<file path="config.mk">
export PLATFORM = sky130hd
export DESIGN_NAME = shift_or_byte_matcher_flat
export DESIGN_NICKNAME = d
export VERILOG_FILES = /design/src/hdl/sobm_pkg.sv /design/src/hdl/sobm_in_if.sv /design/src/hdl/sobm_out_if.sv /design/src/hdl/sobm_front.sv /design/src/hdl/sobm_back.sv /design/src/hdl/shift_or_byte_matcher.sv /design/src/flat_wrapper.sv
export SDC_FILE = /design/constraint.sdc
export NUM_CORES = 1
export LEC_CHECK = 0
export ABC_CLOCK_PERIOD_IN_PS = 13700
export BUFFER_PORTS_ARGS = -buffer_cell sky130_fd_sc_hd__buf_4
export CAP_MARGIN = 20
export CORE_MARGIN = 8
export CORE_UTILIZATION = 30
export CTS_CLUSTER_DIAMETER = 150
export CTS_CLUSTER_SIZE = 24
export DETAILED_ROUTE_END_ITERATION = 8
export GPL_ROUTABILITY_DRIVEN = 0
export SLEW_MARGIN = 20
export SYNTH_ARGS = -nofsm -noshare
export SYNTH_HDL_FRONTEND = slang
export SYNTH_HIERARCHICAL = 1
export SYNTH_SLANG_ARGS = --single-unit
</file>
<file path="constraint.sdc">
create_clock -name clk -period 13.7 [get_ports clk]
set_clock_uncertainty 0.15 [all_clocks]
set_input_delay 1.37 -clock clk [delete_from_list [all_inputs] [get_ports clk]]
set_output_delay 1.37 -clock clk [all_outputs]
set_load 0.005 [all_outputs]
</file>
<file path="src/hdl/sobm_pkg.sv">
// ----------------------------------------------------------------------------
// sobm_pkg
// shared types and codes of the shift-or byte matcher
// ----------------------------------------------------------------------------
package sobm_pkg;

    typedef logic [1:0]  cmd_t;
    typedef logic [5:0]  pidx_t;
    typedef logic [7:0]  byte_t;
    typedef logic [6:0]  len_t;
    typedef logic [47:0] pos_t;
    typedef logic [31:0] count_t;

    // command codes on the input channel
    localparam cmd_t CMD_LOAD    = 2'd0;
    localparam cmd_t CMD_TEXT    = 2'd1;
    localparam cmd_t CMD_NEWFILE = 2'd2;

    // operations after classification
    typedef enum logic [1:0] {
        OP_NONE    = 2'd0,
        OP_LOAD    = 2'd1,
        OP_TEXT    = 2'd2,
        OP_NEWFILE = 2'd3
    } op_t;

    typedef struct packed {
        op_t   op;
        pidx_t index;
        byte_t data;
    } entry_t;

endpackage

</file>
<file path="src/hdl/sobm_in_if.sv">
// ----------------------------------------------------------------------------
// sobm_in_if
// input item channel: command, pattern index and data byte
// ----------------------------------------------------------------------------
interface sobm_in_if;

    logic             valid;
    logic             ready;
    sobm_pkg::cmd_t   command;
    sobm_pkg::pidx_t  pattern_index;
    sobm_pkg::byte_t  data_byte;

    modport source (output valid, output command, output pattern_index,
                    output data_byte, input ready);
    modport sink   (input valid, input command, input pattern_index,
                    input data_byte, output ready);

endinterface

</file>
<file path="src/hdl/sobm_out_if.sv">
// ----------------------------------------------------------------------------
// sobm_out_if
// result channel: match flag, match start offset and running match count
// ----------------------------------------------------------------------------
interface sobm_out_if;

    logic              valid;
    logic              ready;
    logic              match_found;
    sobm_pkg::pos_t    match_start;
    sobm_pkg::count_t  match_count;

    modport source (output valid, output match_found, output match_start,
                    output match_count, input ready);
    modport sink   (input valid, input match_found, input match_start,
                    input match_count, output ready);

endinterface

</file>
<file path="src/hdl/sobm_front.sv">
// ----------------------------------------------------------------------------
// sobm_front
// accepts input items, classifies the command and queues the operation
// ----------------------------------------------------------------------------
module sobm_front #(
    parameter int PATTERN_MAX = 64
) (
    input  logic              clk,
    input  logic              rst_n,
    sobm_in_if.sink           items,
    output logic              q_valid,
    output sobm_pkg::entry_t  q_entry,
    input  logic              q_pop
);

    sobm_pkg::entry_t entry_reg [2];
    logic             wr_ptr_reg;
    logic             wr_ptr_next;
    logic             rd_ptr_reg;
    logic             rd_ptr_next;
    logic [1:0]       count_reg;
    logic [1:0]       count_next;
    logic             push;
    sobm_pkg::entry_t cls;

    assign items.ready = (count_reg != 2'd2);
    assign push        = items.valid && items.ready;
    assign q_valid     = (count_reg != 2'd0);
    assign q_entry     = entry_reg[rd_ptr_reg];

    // loads beyond the store and the unused code turn into no-ops
    always_comb
    begin
        cls.index = items.pattern_index;
        cls.data  = items.data_byte;
        unique case (items.command)
            sobm_pkg::CMD_LOAD:
            begin
                if ({1'b0, items.pattern_index} < sobm_pkg::len_t'(PATTERN_MAX))
                    cls.op = sobm_pkg::OP_LOAD;
                else
                    cls.op = sobm_pkg::OP_NONE;
            end
            sobm_pkg::CMD_TEXT:    cls.op = sobm_pkg::OP_TEXT;
            sobm_pkg::CMD_NEWFILE: cls.op = sobm_pkg::OP_NEWFILE;
            default:               cls.op = sobm_pkg::OP_NONE;
        endcase
    end

    always_comb
    begin
        wr_ptr_next = push  ? ~wr_ptr_reg : wr_ptr_reg;
        rd_ptr_next = q_pop ? ~rd_ptr_reg : rd_ptr_reg;
        count_next  = count_reg + {1'b0, push} - {1'b0, q_pop};
    end

    always_ff @(posedge clk or negedge rst_n)
    begin
        if (!rst_n)
        begin
            wr_ptr_reg <= 1'b0;
            rd_ptr_reg <= 1'b0;
            count_reg  <= 2'd0;
        end
        else
        begin
            wr_ptr_reg <= wr_ptr_next;
            rd_ptr_reg <= rd_ptr_next;
            count_reg  <= count_next;
        end
    end

    always_ff @(posedge clk)
    begin
        if (push)
            entry_reg[wr_ptr_reg] <= cls;
    end

`ifndef SYNTHESIS
    a_count_bound: assert property (@(posedge clk) disable iff (!rst_n)
        count_reg != 2'd3)
        else $error("queue count out of range");

    a_pop_nonempty: assert property (@(posedge clk) disable iff (!rst_n)
        q_pop |-> count_reg != 2'd0)
        else $error("pop from empty queue");

    a_push_grows: assert property (@(posedge clk) disable iff (!rst_n)
        push && !q_pop |=> count_reg == $past(count_reg) + 2'd1)
        else $error("queue count did not grow on transfer");
`endif

endmodule

</file>
<file path="src/hdl/sobm_back.sv">
// ----------------------------------------------------------------------------
// sobm_back
// executes queued operations: pattern store, shift-or update, result register
// ----------------------------------------------------------------------------
module sobm_back #(
    parameter int PATTERN_MAX = 64
) (
    input  logic              clk,
    input  logic              rst_n,
    input  logic              q_valid,
    input  sobm_pkg::entry_t  q_entry,
    output logic              q_pop,
    input  sobm_pkg::len_t    pattern_length,
    sobm_out_if.source        results
);

    localparam int SEL_W = (PATTERN_MAX > 1) ? $clog2(PATTERN_MAX) : 1;

    sobm_pkg::byte_t   store_reg [PATTERN_MAX];
    logic [PATTERN_MAX-1:0] vec_reg;
    logic [PATTERN_MAX-1:0] vec_next;
    logic [PATTERN_MAX-1:0] mask;
    logic [PATTERN_MAX-1:0] vec_upd;
    sobm_pkg::pos_t    pos_reg;
    sobm_pkg::pos_t    pos_next;
    sobm_pkg::count_t  count_reg;
    sobm_pkg::count_t  count_next;
    logic              out_valid_reg;
    logic              out_valid_next;
    logic              out_found_reg;
    sobm_pkg::pos_t    out_start_reg;
    sobm_pkg::count_t  out_count_reg;
    logic              len_ok;
    sobm_pkg::len_t    len_m1;
    logic              hit;
    sobm_pkg::pos_t    start;
    logic              is_text;

    assign q_pop   = q_valid && (!out_valid_reg || results.ready);
    assign is_text = (q_entry.op == sobm_pkg::OP_TEXT);

    // one compare lane per pattern position
    always_comb
    begin
        for (int i = 0; i < PATTERN_MAX; i++)
            mask[i] = !((sobm_pkg::len_t'(i) < pattern_length)
                        && (store_reg[i] == q_entry.data));
    end

    assign vec_upd = (vec_reg << 1) | mask;
    assign len_ok  = (pattern_length != '0)
                     && (pattern_length <= sobm_pkg::len_t'(PATTERN_MAX));
    assign len_m1  = pattern_length - sobm_pkg::len_t'(1);
    assign hit     = len_ok && !vec_upd[len_m1[SEL_W-1:0]];
    assign start   = pos_reg - sobm_pkg::pos_t'(len_m1);

    always_comb
    begin
        vec_next   = vec_reg;
        pos_next   = pos_reg;
        count_next = count_reg;
        if (q_pop)
        begin
            case (q_entry.op)
                sobm_pkg::OP_TEXT:
                begin
                    vec_next = vec_upd;
                    pos_next = pos_reg + sobm_pkg::pos_t'(1);
                    if (hit && (count_reg != '1))
                        count_next = count_reg + sobm_pkg::count_t'(1);
                end
                sobm_pkg::OP_NEWFILE:
                begin
                    vec_next = '1;
                    pos_next = '0;
                end
                default:
                begin
                    vec_next = vec_reg;
                end
            endcase
        end
    end

    always_comb
    begin
        if (q_pop)
            out_valid_next = 1'b1;
        else if (results.ready)
            out_valid_next = 1'b0;
        else
            out_valid_next = out_valid_reg;
    end

    always_ff @(posedge clk or negedge rst_n)
    begin
        if (!rst_n)
        begin
            vec_reg       <= '1;
            pos_reg       <= '0;
            count_reg     <= '0;
            out_valid_reg <= 1'b0;
        end
        else
        begin
            vec_reg       <= vec_next;
            pos_reg       <= pos_next;
            count_reg     <= count_next;
            out_valid_reg <= out_valid_next;
        end
    end

    always_ff @(posedge clk)
    begin
        if (q_pop && (q_entry.op == sobm_pkg::OP_LOAD))
            store_reg[q_entry.index[SEL_W-1:0]] <= q_entry.data;
        if (q_pop)
        begin
            out_found_reg <= is_text && hit;
            out_start_reg <= (is_text && hit) ? start : '0;
            out_count_reg <= count_next;
        end
    end

    assign results.valid       = out_valid_reg;
    assign results.match_found = out_found_reg;
    assign results.match_start = out_start_reg;
    assign results.match_count = out_count_reg;

`ifndef SYNTHESIS
    a_newfile_clears: assert property (@(posedge clk) disable iff (!rst_n)
        q_pop && (q_entry.op == sobm_pkg::OP_NEWFILE)
        |=> (pos_reg == '0) && (vec_reg == '1))
        else $error("new file did not clear search state");

    a_nomatch_start: assert property (@(posedge clk) disable iff (!rst_n)
        out_valid_reg && !out_found_reg |-> out_start_reg == '0)
        else $error("start offset set without a match");

    a_match_counted: assert property (@(posedge clk) disable iff (!rst_n)
        out_valid_reg && out_found_reg |-> out_count_reg != '0)
        else $error("match reported with zero count");
`endif

endmodule

</file>
<file path="src/hdl/shift_or_byte_matcher.sv">
// ----------------------------------------------------------------------------
// shift_or_byte_matcher
// shift-or exact string matcher over a byte stream
// ----------------------------------------------------------------------------
//  channel   dir   handshake       payload
//  items     in    valid/ready     command, pattern_index, data_byte
//  results   out   valid/ready     match_found, match_start, match_count
//  cfg       in    cfg_we          cfg_wdata = pattern_length
//
//  one item per cycle sustained while results are taken; an item is queued on
//  transfer and its result is registered once the result register is free;
//  the shift-or update (parallel byte compare, shift, or) is combinational
//  reset: vector all ones, position and count zero, pattern length one;
//  the pattern store is not cleared
//  stalls: the queue absorbs two items while the result register waits
// ----------------------------------------------------------------------------
module shift_or_byte_matcher #(
    parameter int PATTERN_MAX = 64
) (
    input  logic            clk,
    input  logic            rst_n,
    sobm_in_if.sink         items,
    sobm_out_if.source      results,
    input  logic            cfg_we,
    input  sobm_pkg::len_t  cfg_wdata
);

    sobm_pkg::len_t   len_reg;
    logic             q_valid;
    logic             q_pop;
    sobm_pkg::entry_t q_entry;

    always_ff @(posedge clk or negedge rst_n)
    begin
        if (!rst_n)
            len_reg <= sobm_pkg::len_t'(1);
        else if (cfg_we)
            len_reg <= cfg_wdata;
    end

    sobm_front #(
        .PATTERN_MAX (PATTERN_MAX)
    ) u_front (
        .clk     (clk),
        .rst_n   (rst_n),
        .items   (items),
        .q_valid (q_valid),
        .q_entry (q_entry),
        .q_pop   (q_pop)
    );

    sobm_back #(
        .PATTERN_MAX (PATTERN_MAX)
    ) u_back (
        .clk            (clk),
        .rst_n          (rst_n),
        .q_valid        (q_valid),
        .q_entry        (q_entry),
        .q_pop          (q_pop),
        .pattern_length (len_reg),
        .results        (results)
    );

endmodule
</file>
<file path="src/flat_wrapper.sv">
// flat-port wrapper written by rule: the top's interface ports become plain ports
module shift_or_byte_matcher_flat 
#(
    parameter int PATTERN_MAX = 64
)
  (clk, rst_n, cfg_we, cfg_wdata, items_valid, items_command, items_pattern_index, items_data_byte, items_ready, results_valid, results_match_found, results_match_start, results_match_count, results_ready);
  sobm_in_if items_i ();
  sobm_out_if results_i ();
  input  logic clk;
  input  logic rst_n;
  input  logic cfg_we;
  input  sobm_pkg::len_t cfg_wdata;
  input wire logic [$bits(items_i.valid)-1:0] items_valid;
  input wire logic [$bits(items_i.command)-1:0] items_command;
  input wire logic [$bits(items_i.pattern_index)-1:0] items_pattern_index;
  input wire logic [$bits(items_i.data_byte)-1:0] items_data_byte;
  output wire logic [$bits(items_i.ready)-1:0] items_ready;
  output wire logic [$bits(results_i.valid)-1:0] results_valid;
  output wire logic [$bits(results_i.match_found)-1:0] results_match_found;
  output wire logic [$bits(results_i.match_start)-1:0] results_match_start;
  output wire logic [$bits(results_i.match_count)-1:0] results_match_count;
  input wire logic [$bits(results_i.ready)-1:0] results_ready;
  assign items_i.valid = items_valid;
  assign items_i.command = items_command;
  assign items_i.pattern_index = items_pattern_index;
  assign items_i.data_byte = items_data_byte;
  assign items_ready = items_i.ready;
  assign results_valid = results_i.valid;
  assign results_match_found = results_i.match_found;
  assign results_match_start = results_i.match_start;
  assign results_match_count = results_i.match_count;
  assign results_i.ready = results_ready;
  shift_or_byte_matcher #(.PATTERN_MAX(PATTERN_MAX)) u_core (.clk(clk), .rst_n(rst_n), .items(items_i), .results(results_i), .cfg_we(cfg_we), .cfg_wdata(cfg_wdata));
endmodule
</file>
; Word level (Yosys, flattened, before mapping)
; Memories as Yosys holds them, arrays and structs flattened.
; Cells that the tools add are included.
; W data, S select, Z words.
[word_totals]
register_bits = 236
memories = 2
ramBits = 544
word_cells = 317
output_inout_bits = 83
input_bits = 28
[op_classes]
n_eq_ne = 71
mux = 14
add_sub_neg = 6
n_reduce_logical = 144
order_cmp = 66
bitwise = 3
[mem_list]
columns = memory, words, word_bits, read_ports, rd_clocked_by_memory_dff, write_ports, line_no
row1 = u_core.u_back.store_reg, 64, 8, 64, 0, 1, sobm_back.sv:19  ; sobm_pkg::byte_t store_reg [PATTERN_MAX];
row2 = u_core.u_front.entry_reg, 2, 16, 1, 0, 1, sobm_front.sv:16  ; sobm_pkg::entry_t entry_reg [2];
[op_table]
columns = op, count
row1 = $eq A8 B8 Y1, 64
row2 = $lt A6 B7 Y1 const A, 32
row3 = $pmux W63 S2, 1
row4 = $lt A5 B7 Y1 const A, 16
row5 = $mux W32, 3
row6 = $pmux W48 S2, 1
row7 = $logic_and A1 B1 Y1, 71
row8 = $logic_not A1 Y1, 66
row9 = $or A64 B64 Y64, 1
row10 = $lt A4 B7 Y1 const A, 8
row11 = $add A48 B1 Y48 const B, 1
row12 = $sub A48 B7 Y48, 1
row13 = $add A32 B1 Y32 const B, 1
row14 = $ne A32 B32 Y1 const B, 1
row15 = $lt A3 B7 Y1 const A, 4
row16 = $lt A1 B7 Y1 const A, 2
row17 = $lt A2 B7 Y1 const A, 2
row18 = $le A7 B7 Y1 const B, 1
row19 = $lt A6 B7 Y1 const B, 1
row20 = $mux W1, 7
row21 = $reduce_bool A7 Y1, 1
row22 = $sub A7 B1 Y7 const B, 1
row23 = $bmux W1 S6, 1
row24 = $eq A2 B2 Y1 const B, 3
row25 = 10 further kinds, 14

; Depth between registers and ports, before layout
; Gate-level depths: netlist of run 1.
; An unclocked memory read counts as a cell.
[depth]
ltp_word = 13
mapped_depth = 18
ltp_nobuf = 14

; Hierarchy
; Netlist of run 1, hierarchy kept.
[by_module_without_submodules]
columns = mod, instances, cells_per_inst, area_each_um2
row1 = sobm_back, 1, 2519, 33311.9
row2 = sobm_front, 1, 74, 1455.1
row3 = shift_or_byte_matcher, 1, 15, 292.8

; Least setup slack after synthesis of run 1
; OpenSTA, ideal clock, no wires.
[synth_timing]
path_type = input port to flip-flop
start = in results_ready
end = reg u_core.u_back.out_count_reg[23], in the netlist u_core/u_back/results.match_count[23], data pin
n_path_buf = 0
path_stages = 8
setup_slack_ps = 7873
arrival_ps = 5405
path_cell_list = nand2b_1 > and2_1 > nand2_1 > nor2_1 > o21ai_1 > or4b_2 > nor3b_1 > xor2_1
[synth_between]
elab_chain_cells = 3
[synth_lines]
columns = item, line_no
row1 = from (decl), flat_wrapper.sv:22  ; input wire logic [$bits(results_i.ready)-1:0] results_ready;
row2 = $logic_or A1 B1 Y1, sobm_back.sv:39  ; assign q_pop = q_valid && (!out_valid_reg || results.ready);
row3 = $logic_and A1 B1 Y1, sobm_back.sv:39
row4 = named net u_core.q_pop, shift_or_byte_matcher.sv:30  ; logic q_pop;
row5 = $mux W32, sobm_back.sv:62  ; if (q_pop)
row6 = named net u_core.u_back.count_next[23], sobm_back.sv:27  ; sobm_pkg::count_t count_next;
row7 = to (signal assigned), sobm_back.sv:121  ; out_count_reg <= count_next;
row8 = to (decl), sobm_back.sv:32  ; sobm_pkg::count_t out_count_reg;
; The timed path passes the listed nets, and every way through them passes these cells.
; A chain may end at the register's enable or synchronous reset.

==> results of run 1 <==
power by group:
part	total, mW	internal [mW]	switching [mW]
logic	2.07	0.660	1.41
clock network	1.31	0.568	0.739
registers	3.05	2.96	0.0829
area by class of cell:
class	count	area share
sequential	780	0.585
multi-input combinational	1661	0.302
tap	1524	0.0491
timing repair buffer	163	0.0316
clock buffer	68	0.0290
inverter	28	0.00270
clock inverter	1	0.000419
antenna	1	0.0000644
metrics by stage:
| step | hold slack [ns] | std cells | power [mW] |
|---|---|---|---|
| floorplan | 0.281 | 2608 | 4.40 |
| detailed placement | 0.295 | 4156 | 5.20 |
| CTS | 0.309 | 4225 | 6.50 |
| global route | 0.336 | 4225 | 6.75 |
| global placement | 0.292 | 4156 | 5.19 |
| finish | 0.308 | 4226 | 6.43 |
placed cells by master, fill, tap and decap left out, drive strengths merged, types with 70 or more instances in the layout:
cell type	count
nand3	70
nor4	113
nand2	106
nand4	81
buf	163
dfrtp	91
edfxtp	625
nor2	246
xnor2	122
xor2	498
worst min-delay path, delay by kind of cell, from the launching register on:
family           cells  cell delay (ns)
AND/OR/NAND/NOR      2             0.09
flip-flops           1             0.38
routing by layer:
metal / up-vias / GRT usage / wire, microns
met4: 2 / 0.0279 / 1600
met1: 10603 / 0.197 / 41100
li1: 9543 / - / -
met3: 92 / 0.0236 / 6970
met2: 709 / 0.211 / 39700
met5: - / 0 / 13
kinds of logic after synthesis:
kind of cell / Yosys count / share of synthesized area
compound gates: 214 / 0.0435
xor+xnor: 620 / 0.155
flops: 780 / 0.648
fa+ha+maj: 17 / 0.00628
mux: 30 / 0.0116
buf+inv: 167 / 0.0213
simple gates: 780 / 0.114
worst max-delay path by stage:
stage                                           from                                               to  slack, ns  cells after the start
2_1_floorplan                          results_ready  u_core/u_back/results.match_count[23]$_DFFE_PP_       7.87                      8
5_1_grt        u_core/u_front/rd_ptr_reg$_DFFE_PN0P_  u_core/u_back/results.match_count[18]$_DFFE_PP_       7.42                     14
4_1_cts        u_core/u_front/rd_ptr_reg$_DFFE_PN0P_   u_core/u_back/results.match_count[1]$_DFFE_PP_       7.76                     14
3_5_place_dp   u_core/u_front/rd_ptr_reg$_DFFE_PN0P_   u_core/u_back/results.match_count[1]$_DFFE_PP_       7.76                     14
3_3_place_gp   u_core/u_front/rd_ptr_reg$_DFFE_PN0P_   u_core/u_back/results.match_count[1]$_DFFE_PP_       7.86                     14
6_report       u_core/u_front/rd_ptr_reg$_DFFE_PN0P_   u_core/u_back/results.match_count[1]$_DFFE_PP_       7.74                     14
==> results, run 1 <==
- The proportion of layout cells with a drive suffix above 1 is 0.123.
- The effective utilization at floorplan is 0.302.
- The setup TNS after final layout is 0 ns.
- The detailed router's first-iteration violation count is 1847.
- The total via count after detailed routing is between 20000 and 25000.
- The die outline height is 358 microns.
- The root buffer selected by CTS is sky130_fd_sc_hd__clkbuf_16.
- The max capacitance violation total is 0.
- Registers take about 0.023 sq mm.
- The worst hold path was traced through 2 stages.
- The number of cells on the worst reg-to-reg path is 14.
- The wire length of the first global-routing pass is 134000 microns.
- The fraction of post-synthesis cell area in the top cell type by area is 0.535.
- Each instance of the synthesized netlist takes up on average between 10 and 15 sq um.
- The final cell utilization of the core is 0.335.
- In this design, the largest share of critical-path delay is due to buffers and inverters.
- Compared with the post-synthesis result, the final layout area differs by 10.8%.
- The clock reaches the later pin of the worst-skew pair after 0.60 ns.
- The register with the most flip-flops in the layout has 512 of them.
- By startpoint and endpoint, the worst setup path is classified as reg -> reg.
- The number of H-tree levels is 2.
- Traced cell by cell, the critical path runs through buf_4 > mux2_8 > buf_4 > buf_4 > xor2_1 > nor4_1 > a31oi_1 > o21ai_0 > nand4_1 > a221oi_1 > a2111oi_4 > buf_4 > nor2_1 > mux2_2.
- The pre-antenna-repair detailed-routing pass consisted of 5 iterations.
- The residual DRC count is 0.
- The number of failing hold endpoints at the final stage is 0.
- The post-synthesis instance area is 0.0351 sq mm.
- After clock tree synthesis, the setup repair step added 0 buffers.
- Before CTS, the worst setup slack after placement is 7.76 ns.
- The critical register-to-register path endpoint is u_core/u_back/results.match_count[1]$_DFFE_PP_.
- The remaining number of nets flagged by the antenna check after routing is 0.
- The number of clock buffers inserted by TritonCTS is 38.
- In this run the count of I/O pins placed on the die edge is 111.
- The biggest area contributor in the post-synthesis netlist is sky130_fd_sc_hd__edfxtp_1.
- The final critical-path share of the clock period is 0.435.
- The number of antenna violations at the first check in global routing came to 2.
- The area of all placed cells without fillers is between 0.03 and 0.04 sq mm.
- The delay of the slowest cell on the worst path is 0.92 ns.
- In the synthesized netlist, the cells that appear most often are sky130_fd_sc_hd__edfxtp_1 (625), sky130_fd_sc_hd__xor2_1 (497), sky130_fd_sc_hd__nor2_1 (246), sky130_fd_sc_hd__xnor2_1 (122), sky130_fd_sc_hd__nor4_1 (107).
- In this run, distinct cell masters in the synthesized netlist total 85.
- In this run the worst path has a maximum fanout of 49.
- The worst hold path class is reg -> reg.
- Yosys attributes the largest share of cell area to sky130_fd_sc_hd__edfxtp_1 (54%), sky130_fd_sc_hd__xor2_1 (12%), sky130_fd_sc_hd__dfrtp_1 (6.5%).
- After clock tree synthesis, the clock-pin slew on the worst setup and hold paths is 0.10 ns.
- After clock tree synthesis, the flow added hold-fix buffers numbering 0.
- The overall die width is roughly 360 microns.
- The most used flip-flop cell after synthesis is sky130_fd_sc_hd__edfxtp_1.
- The region available for standard cell placement spans 0.116 sq mm.
- Counting both buffers and inverters, the worst setup path holds a total of 4.
- TritonCTS built the clock tree.
- The post-layout worst setup margin is 7.74 ns.
- After synthesis the netlist holds a flip-flop and latch count of 780.
- Setup slack on the worst reg-to-reg path comes out at 7.74 ns.
- Synthesis produced a netlist whose cell count is 2608.
- For this design, the slowest cell found on the critical path is sky130_fd_sc_hd__a221oi_1.
- The terminating pin of the worst hold path is u_core/u_back/vec_reg[21]$_DFFE_PN1P_.
- The total wire length after detailed routing is 89400 microns.
- In the final layout, the multi-input gates occupy 0.0117 sq mm.
- The number of setup violations in the final report is 0.
- The number of inserted filler cells in the final layout is 11382.
- Derived from the worst setup path, the maximum achievable clock frequency is approximately 170 MHz.
- For the finished layout, the period the worst path requires is 5.96 ns.
- In the global route stage, overall resource usage came out at 0.135.
- The floorplan has 125 rows.
- The share of the yosys chip area belonging to registers is 0.648.
- The number of global-route vias before repair came to between 20000 and 25000.
- In this run the static leakage power is 13.6 nW.
- In this run the most critical hold path is launched from u_core/u_back/vec_reg[21]$_DFFE_PN1P_.
- Global routing finished with a remaining overflow of 0.
- Setup repair after global routing left no endpoint under its margin.
- The worst setup path is captured at a flip-flop.
- The tree built by TritonCTS fans out to between 700 and 800 sinks.
- The average vias per placed instance is 4.96.
- For this run, the number of Yosys warnings is 6.
- The kind of launch point of the worst setup path is a flip-flop.
- The detailed placement HPWL is 56000 microns.
- In this run the critical register-to-register path is launched from u_core/u_front/rd_ptr_reg$_DFFE_PN0P_.
- STA puts the critical path data required time at 13.89 ns.
- Entering global routing, the biggest net connects 74 pins.
- The most common cell in the netlist is sky130_fd_sc_hd__edfxtp_1.
- The net count after synthesis is about 2700.
- Buffers placed on the I/O ports in this run total 110.
- The layout net count is 2717.
- The die outline area is 0.128 sq mm.
- After clock tree synthesis, the repair step resized 0 gates.
- By instance count, the cell type seen most on the critical path is sky130_fd_sc_hd__buf_4.
- The count of final max-slew check failures is 0.
- The per-cell routed wire length is 21.2 microns.
- The worst voltage drop across the vdd grid is ~140 uV.
- The worst pin sits at a relative slew slack of 0.259.
- The post-detailed-placement cell area is ~0.038 sq mm.
- The run finished with clean final reports.
- Counting along the longest clock path gives a buffer depth of 3.
- The transition time of the tightest slew-check pin is roughly 1.1 ns.
- The async set or reset register ratio after synthesis is 0.199.
- For this design the ratio of total power to cell area is around 170 mW/mm^2.
- The worst endpoint data arrival time is 6.15 ns.
- The count of flip-flops with a built-in enable after synthesis is 625.
No activity file was read; power rests on OpenSTA's default activity.
==> run 2: changes to the inputs <==
ABC_CLOCK_PERIOD_IN_PS = 6000   (was 13700)
clock period = 6 ns   (was 13.7 ns; I/O delays follow)
==> results, run 2 (synthesized netlist as in run 1, its figures left out) <==
- The total via count after detailed routing is 21321 (+1.8%).
- The per-cell routed wire length is 21.3 microns (+0.74%).
- The residual DRC count is 0 (unchanged).
- The number of buffers between clock root and the deepest sink is 3 (unchanged).
- The number of flip-flops in the largest register is 512 (unchanged).
- The transition time of the tightest slew-check pin is 1.25 ns (+0.152 ns).
- The total number of clock tree sinks is 780 (unchanged).
- The number of buffers inserted by port buffering is 110 (unchanged).
- The remaining number of nets flagged by the antenna check after routing came to 0 (unchanged).
- The number of setup violations in the final report is 0 (unchanged).
- The layout net count is 2785 (+2.5%).
- The critical path ends at u_core/u_back/results.match_start[8]$_SDFFCE_PN0P_.
- The post-CTS clock slew at the launch and capture registers of the worst setup and hold paths came to 0.10 ns (about the same).
- The count of cells along the worst register-to-register path was 13 (-1).
- The maximum fanout encountered on the critical timing path is 52 (+6.1%).
- The timing startpoint of the critical path is u_core/u_front/rd_ptr_reg$_DFFE_PN0P_.
- The critical register-to-register path endpoint is u_core/u_back/results.match_start[8]$_SDFFCE_PN0P_.
- The number of clock buffers inserted by TritonCTS came to 38 (unchanged).
- TritonCTS built the clock tree.
- The setup TNS after final layout is 0 ns (unchanged).
- The number of H-tree levels is 2 (unchanged).
- The total power consumption of the routed design was 14.9 mW (+130%).
- The cell sitting at the root of the clock tree is a sky130_fd_sc_hd__clkbuf_16.
- The kind of launch point of the worst setup path is a flip-flop.
- The die outline height is 358 microns (unchanged).
- The average vias per placed instance is 4.96 (+0.14%).
- The die outline area was 0.128 sq mm (unchanged).
- In this design, the critical path's most frequently occurring cell is sky130_fd_sc_hd__buf_4.
- The number of buffers inserted for hold repair after clock tree synthesis was 1 (+1).
- The final cell utilization of the core is 0.340 (+0.00565).
- The final critical-path share of the clock period was 0.905 (+0.470).
- The worst hold path class is in -> reg.
- The kind of critical path is reg -> reg.
- The minimum period implied by the final worst setup slack came to 5.43 ns (-0.527 ns).
- Setup repair after global routing left no endpoint under its margin.
- The library cell used most frequently in the layout, excluding fill and tap cells, is sky130_fd_sc_hd__edfxtp_1.
- The proportion of layout cells with a drive suffix above 1 is 0.144 (+0.0215).
- In the layout the commonest cells are sky130_fd_sc_hd__edfxtp_1 (625), sky130_fd_sc_hd__xor2_1 (497), sky130_fd_sc_hd__nor2_1 (243).
- The wire length of the first global-routing pass is 137000 microns (+2.3%).
- The total wire length after detailed routing was 91600 microns (+2.4%).
- The number of failing hold endpoints at the final stage is 0 (unchanged).
- The worst path required time came to 6.16 ns (-7.73 ns).
- The number of global-route vias before repair is 20675 (+2.8%).
- The power per cell area is 378 mW/mm^2 (+130%).
- The core area is 0.116 sq mm (unchanged).
- The number of placed I/O pins came to 111 (unchanged).
- The delay of the slowest cell on the worst path came to 0.81 ns (-0.11 ns).
- The number of buffers inserted to repair setup after CTS is 0 (unchanged).
- The run finished with clean final reports.
- The count of final max-slew check failures is 0 (unchanged).
- The number of antenna violations at the first check in global routing is 1 (-1).
- The number of gates resized after cts is 0 (unchanged).
- The startpoint of the worst register-to-register path is u_core/u_front/rd_ptr_reg$_DFFE_PN0P_.
- The overall die width was 358 microns (unchanged).
- The effective utilization at floorplan came to 0.302 (unchanged).
- The total iterations of the first detailed-routing run came to 5 (unchanged).
- The worst voltage drop across the vdd grid is 371 uV (+160%).
- The final global-route overflow total was 0 (unchanged).
- The static leakage is 14.0 nW (+2.9%).
- The critical path's slowest cell is sky130_fd_sc_hd__dfrtp_1.
- The total number of placement rows was 125 (unchanged).
- The area added between synthesis and finish is 12.7%.
- The detailed router's first-iteration violation count was 1930 (+4.5%).
- The area of all placed cells without fillers is 0.0395 sq mm (+1.7%).
- The normalized max-slew margin is 0.168 (-0.0910).
- The peak clock frequency supported by timing was 184 MHz (+9.7%).
- The post-detailed-placement cell area came to 0.0383 sq mm (+1.7%).
- The maximum number of pins on one net before global-route repair is 85 (+15%).
- The max capacitance violation total is 0 (unchanged).
- The critical path goes through mux2_8 > buf_4 > buf_4 > xor2_1 > nor4_1 > nand4_1 > nand3_1 > o31ai_1 > a211oi_1 > a311o_1 > o21ai_4 > buf_4 > a21oi_1.
- STA classifies the critical path endpoint as a flip-flop.
- The overall fraction of global-route tracks in use came to 0.138 (+0.00311).
- The insertion delay to the later sink of the worst-skew pair came to 0.60 ns (about the same).
- The worst endpoint data arrival time is 5.59 ns (-0.56 ns).
- The setup slack of the worst register-to-register path was 0.57 ns (-7.17 ns).
- The detailed placement HPWL is 59100 microns (+5.6%).
[run 2: cell types whose count changed in the layout (fill, tap and decap cells not counted), sizes merged]
cell / before / now
buf: 163 / 230
clkbuf: 68 / 69
dlygate4sd3: 0 / 1
[run 2: cell type report]
class / instances / area, sq um
multi-input combinational: 1661 / 11700
sequential: 780 / 22700
fill: 11278 / 76500
clock buffer: 69 / 1130
timing repair buffer: 231 / 1880
clock inverter: 1 / 16.3
antenna: 1 / 2.50
tap: 1524 / 1910
inverter: 28 / 105
[run 2: power by group]
group,internal [mW],total (mW),switching (mW)
sequential,6.76,6.98,0.215
clock,1.30,3.00,1.70
combinational,1.70,4.97,3.26
total,9.76,14.9,5.18
[run 2: routing by layer]
| layer | wire (microns) | part of all wire | track usage | vias to the layer above |
|---|---|---|---|---|
| met1 | 41700 | 0.46 | 0.199 | 10786 |
| met5 | 0 | 0 | 0 | - |
| met3 | 6500 | 0.071 | 0.0248 | 133 |
| met4 | 2510 | 0.027 | 0.0379 | 0 |
| li1 | - | - | - | 9690 |
| met2 | 40900 | 0.45 | 0.215 | 712 |
[run 2: worst min path at each step]
stage                                                      from                                         to  slack [ns]  depth (start not counted)
after CTS                                items_pattern_index[4]  u_core/u_front/entry_reg[0][12]$_DFFE_PP_       0.008                          1
after floorplan                                           rst_n              u_core/len_reg[1]$_DFFE_PN0P_        0.15                          0
after detailed placement  u_core/u_back/vec_reg[22]$_DFFE_PN1P_      u_core/u_back/vec_reg[22]$_DFFE_PN1P_        0.30                          2
final                                    items_pattern_index[4]  u_core/u_front/entry_reg[1][12]$_DFFE_PP_        0.04                          1
after global placement    u_core/u_back/vec_reg[22]$_DFFE_PN1P_      u_core/u_back/vec_reg[22]$_DFFE_PN1P_        0.29                          2
after global routing                     items_pattern_index[4]  u_core/u_front/entry_reg[1][12]$_DFFE_PP_        0.02                          1
[run 2: stage by stage]
stage	setup WS [ns]	hold slack [ns]	cells
after floorplan	0.943	0.154	2608
after global placement	0.640	0.291	4223
after detailed placement	0.610	0.295	4223
after CTS	0.577	0.00774	4294
after global routing	0.253	0.0164	4294
final	0.572	0.0405	4295
[run 2: critical path: cells and delay by family (launching register included)]
kind / cells / cell delay, ns
AOI/OAI and AO/OA: 5 / 2.01
buffers and inverters: 3 / 0.90
DFF: 1 / 0.81
muxes: 1 / 0.64
and+or+nand+nor: 3 / 0.39
xor gates and xnor gates: 1 / 0.15
==> run 3: changes to the inputs <==
ABC_AREA = 1   (was not set)
==> results, run 3 <==
- The flow ran to the end, and the final reports show no timing, DRC or antenna violations.
- The mean instance size in the synthesized netlist is 9.41 sq um (-30%).
- The simple-gate share of the synthesized area is 0.234 (+0.120).
- The worst setup timing slack at the placement stage is 0.644 ns (+0.0345 ns).
- The peak clock frequency supported by timing is 183 MHz (-0.40%).
- The internal power summed over all cells was 9.91 mW (+1.5%).
- The portion of total power attributed to the clock network was 0.186 (-0.015).
- The total wire length after detailed routing is 111000 microns (+21%).
- TritonCTS built the clock tree.
- The insertion delay to the later sink of the worst-skew pair came to 0.61 ns (about the same).
- The total number of placement rows is 131 (+4.8%).
- The transition time of the tightest slew-check pin was 1.21 ns (-0.0400 ns).
- The detailed placement HPWL was 69000 microns (+17%).
- The most common cell after layout, fill and taps aside is sky130_fd_sc_hd__nand2_1.
- The number of gates resized after cts is 0 (unchanged).
- The library cells used most frequently in the layout, excluding fill and tap cells, are sky130_fd_sc_hd__nand2_1 (1039), sky130_fd_sc_hd__edfxtp_1 (625), sky130_fd_sc_hd__nor2_1 (519).
- The number of antenna violations at the first check in global routing is 2 (+1).
- The compound-cell area share of the yosys netlist is 0.0496 (+0.00605).
- The number of buffers inserted to repair setup after CTS was 0 (unchanged).
- The number of cells produced by synthesis was 4090 (+57%).
- The max capacitance violation total was 0 (unchanged).
- The fraction of the mapped netlist area in adder cells is 0.00572 (-0.000558).
- The overall die width is 374 microns (+4.5%).
- The slowest stage of the critical path is the sky130_fd_sc_hd__nor2_2 cell.
- The die outline area is 0.140 sq mm (+9.3%).
- The area of all placed cells without fillers is 0.0423 sq mm (+7.1%).
- The worst setup path is of the reg -> reg kind.
- The most used flip-flop cell after synthesis is sky130_fd_sc_hd__edfxtp_1.
- By area the synthesized netlist is led by sky130_fd_sc_hd__edfxtp_1 (49%), sky130_fd_sc_hd__nand2_1 (10%), sky130_fd_sc_hd__dfrtp_1 (5.9%).
- The number of buffers between clock root and the deepest sink is 3 (unchanged).
- The post-layout worst setup margin is 0.550 ns (-0.0216 ns).
- The fraction of post-synthesis cell area in the top cell type by area is 0.488 (-0.0475).
- The per-cell routed wire length came to 19.0 microns (-11%).
- The normalized max-slew margin came to 0.194 (+0.0258).
- The number of setup violations in the final report came to 0 (unchanged).
- The number of buffers inserted for hold repair after clock tree synthesis is 10 (+9).
- The switching part of the total power is 0.382 (+0.0351).
- The number of global-route vias before repair came to 27272 (+32%).
- The total via count after detailed routing was 28593 (+34%).
- The wire length of the first global-routing pass is 168000 microns (+23%).
- The total power consumption of the routed design is 16.0 mW (+7.2%).
- The Yosys warning count is 6 (unchanged).
- The final global-route overflow total is 0 (unchanged).
- The number of buffers inserted by port buffering is 110 (unchanged).
- The net count after synthesis is 4135 (+56%).
- The die outline height was 374 microns (+4.5%).
- The async set or reset register ratio after synthesis is 0.199 (unchanged).
- The maximum fanout encountered on the critical timing path is 11 (-79%).
- The xor and xnor fraction of the mapped netlist area is 0.0435 (-0.112).
- The area added between synthesis and finish is 10.0%.
- The post-detailed-placement cell area came to 0.0411 sq mm (+7.2%).
- The share of total power in combinational logic is 0.370 (+0.037).
- The count of flip-flops with a built-in enable after synthesis was 625 (unchanged).
- The proportion of layout cells with a drive suffix above 1 is 0.0938 (-0.0502).
- The number of placed I/O pins is 111 (unchanged).
- The setup TNS after final layout is 0 ns (unchanged).
- The layout net count is 4193 (+51%).
- The count of unique library cells instantiated by Yosys is 60 (-29%).
- The number of synthesized register bits is 780 (unchanged).
- The residual DRC count came to 0 (unchanged).
- The worst hold path belongs to the class in -> reg.
- The remaining number of nets flagged by the antenna check after routing is 0 (unchanged).
- The count of final max-slew check failures is 0 (unchanged).
- The number of clock buffers inserted by TritonCTS came to 38 (unchanged).
- By area, the combinational part of the netlist is dominated by simple AND/OR/NAND/NOR gates.
- The delay of the slowest cell on the worst path is 0.71 ns (-0.10 ns).
- The final critical-path share of the clock period came to 0.908 (+0.00360).
- The switching component of the power is 6.12 mW (+18%).
- The core area came to 0.127 sq mm (+9.7%).
- The total iterations of the first detailed-routing run is 6 (+1).
- The number of H-tree levels is 2 (unchanged).
- The root buffer selected by CTS is sky130_fd_sc_hd__clkbuf_16.
- The antenna diode count was 0 (-1).
- The most common cell in the netlist is sky130_fd_sc_hd__nand2_1.
- The number of failing hold endpoints at the final stage is 0 (unchanged).
- The static leakage is 16.9 nW (+20%).
- The worst voltage drop across the vdd grid is 333 uV (-10%).
- The number of inserted filler cells in the final layout came to 12851 (+14%).
- The count of non-filler cells in the finished layout is 5839 (+36%).
- The average vias per placed instance is 4.90 (-1.4%).
- The number of flip-flops in the largest register was 512 (unchanged).
- The share of the yosys chip area belonging to registers came to 0.591 (-0.0575).
- The cell count after placement is 5760 (+36%).
- The post-CTS clock slew at the launch and capture registers of the worst setup and hold paths is 0.10 ns (about the same).
- The worst setup path is captured at a flip-flop.
- The power per cell area is 379 mW/mm^2 (+0.11%).
- The worst setup path is launched from a flip-flop.
- The effective utilization at floorplan is 0.302 (about the same).
- The total number of clock tree sinks is 780 (unchanged).
- The worst path required time is 6.20 ns (+0.04 ns).
- Setup repair after global routing left no endpoint under its margin.
- The maximum number of pins on one net before global-route repair is 155 (+82%).
- The overall fraction of global-route tracks in use came to 0.152 (+0.0137).
- The proportion of power drawn by flip-flops and latches is 0.444 (-0.023).
- The mux contribution to synthesized area is 0.00556 (-0.00600).
- Traced cell by cell, the critical path runs through nor2_2 > nand2_2 > o21ai_0 > nand2_1 > inv_1 > ha_1 > a21o_1 > a21oi_1 > o21a_1 > nand2_2 > nor3_2 > nand4_2 > nor2_1 > nand2_2 > nor2_1 > nand2_1 > nor2_1 > nor3_1.
- The post-synthesis instance area is 0.0385 sq mm (+9.7%).
- The worst endpoint data arrival time is 5.65 ns (+0.06 ns).
- Summed over all instances, the cell type with the most area after synthesis is sky130_fd_sc_hd__edfxtp_1.
- The minimum period implied by the final worst setup slack is 5.45 ns (+0.0216 ns).
- The detailed router's first-iteration violation count is 2645 (+37%).
- Ranked by instance count, the synthesized netlist is headed by sky130_fd_sc_hd__nand2_1 (1039), sky130_fd_sc_hd__edfxtp_1 (625), sky130_fd_sc_hd__nor2_1 (520), sky130_fd_sc_hd__inv_1 (460), sky130_fd_sc_hd__nand3_1 (286).
[run 3: changes by cell type in the layout (fill, tap and decap cells not counted), moves of 30 or more]
cell                      before   now
sky130_fd_sc_hd__inv_1        22   458
sky130_fd_sc_hd__nor3_1       57    89
sky130_fd_sc_hd__a21oi_1      33   100
sky130_fd_sc_hd__o21ai_0      43   147
sky130_fd_sc_hd__nand2_1     106  1039
sky130_fd_sc_hd__nor4_1      106    16
sky130_fd_sc_hd__nand3_1      69   286
sky130_fd_sc_hd__or2_2         2    32
sky130_fd_sc_hd__xor2_1      497    68
sky130_fd_sc_hd__nor2_1      243   519
sky130_fd_sc_hd__buf_4       217   148
[run 3: final timing paths]
kind | cells after the start | start | to | slack (ns)
setup / recovery | 18 | u_core/len_reg[2]$_DFFE_PN0P_ | u_core/u_back/results.match_start[46]$_SDFFCE_PN0P_ | 0.55
min in group asynchronous | 2 | rst_n | u_core/len_reg[3]$_DFFE_PN0P_ | 0.19
max in group asynchronous | 3 | rst_n | u_core/u_back/results.valid$_DFFE_PN0P_ | 4.31
setup reg to reg | 18 | u_core/len_reg[2]$_DFFE_PN0P_ | u_core/u_back/results.match_start[46]$_SDFFCE_PN0P_ | 0.55
hold reg to reg | 2 | u_core/u_back/vec_reg[41]$_DFFE_PN1P_ | u_core/u_back/vec_reg[41]$_DFFE_PN1P_ | 0.33
hold / removal | 1 | items_data_byte[1] | u_core/u_front/entry_reg[0][1]$_DFFE_PP_ | 0.04
[run 3: area by class of cell]
cell class | instances | area, sq um | area share
clock buffer | 67 | 1080 | 0.0255
inverter | 477 | 1790 | 0.0423
clock inverter | 2 | 25.0 | 0.000591
timing repair buffer | 175 | 1540 | 0.0365
sequential | 780 | 22700 | 0.537
tap | 1662 | 2080 | 0.0491
multi-input combinational | 2676 | 13100 | 0.309
[run 3: critical path: cells and delay by family (launching register included)]
| family | cells | cell delay, ns |
|---|---|---|
| compound gates | 4 | 0.83 |
| fa+ha+maj | 1 | 0.33 |
| buf+inv | 1 | 0.25 |
| flops | 1 | 0.63 |
| simple gates | 12 | 2.99 |
[run 3: kinds of logic (layout without fill, tap and decap cells)]
kind of cell               count (synthesis)  count (layout)
AOI/OAI and AO/OA                        335             335
DFF                                      780             780
and+or+nand+nor                         2117            2117
buffers and inverters                    634             721
adders and majority gates                 17              17
xor gates and xnor gates                 191             191
muxes                                     16              16
[run 3: power by group through the flow]
stage / sequential [mW] / clock, mW / combinational [mW]
after floorplan: 7.18 / 0 / 3.62
after global placement: 7.23 / 0 / 5.83
after detailed placement: 7.24 / 0 / 5.90
after CTS: 7.12 / 3.08 / 5.92
after global routing: 7.16 / 3.24 / 6.43
final: 7.11 / 2.99 / 5.92
[run 3: through the flow]
| step | util | hold slack [ns] |
|---|---|---|
| 2_1_floorplan | - | 0.154 |
| 3_3_place_gp | 0.323 | 0.234 |
| 3_5_place_dp | 0.323 | 0.234 |
| 4_1_cts | 0.332 | 0.00143 |
| 5_1_grt | 0.332 | 0.0138 |
| 6_report | 0.332 | 0.0398 |
[run 3: layer usage]
| metal | share of wire | vias to the layer above | GRT usage |
|---|---|---|---|
| met4 | 0.031 | 2 | 0.0483 |
| met2 | 0.46 | 1137 | 0.252 |
| met3 | 0.075 | 198 | 0.0211 |
| li1 | - | 13503 | - |
| met5 | 0.00012 | - | 0 |
| met1 | 0.43 | 13753 | 0.205 |
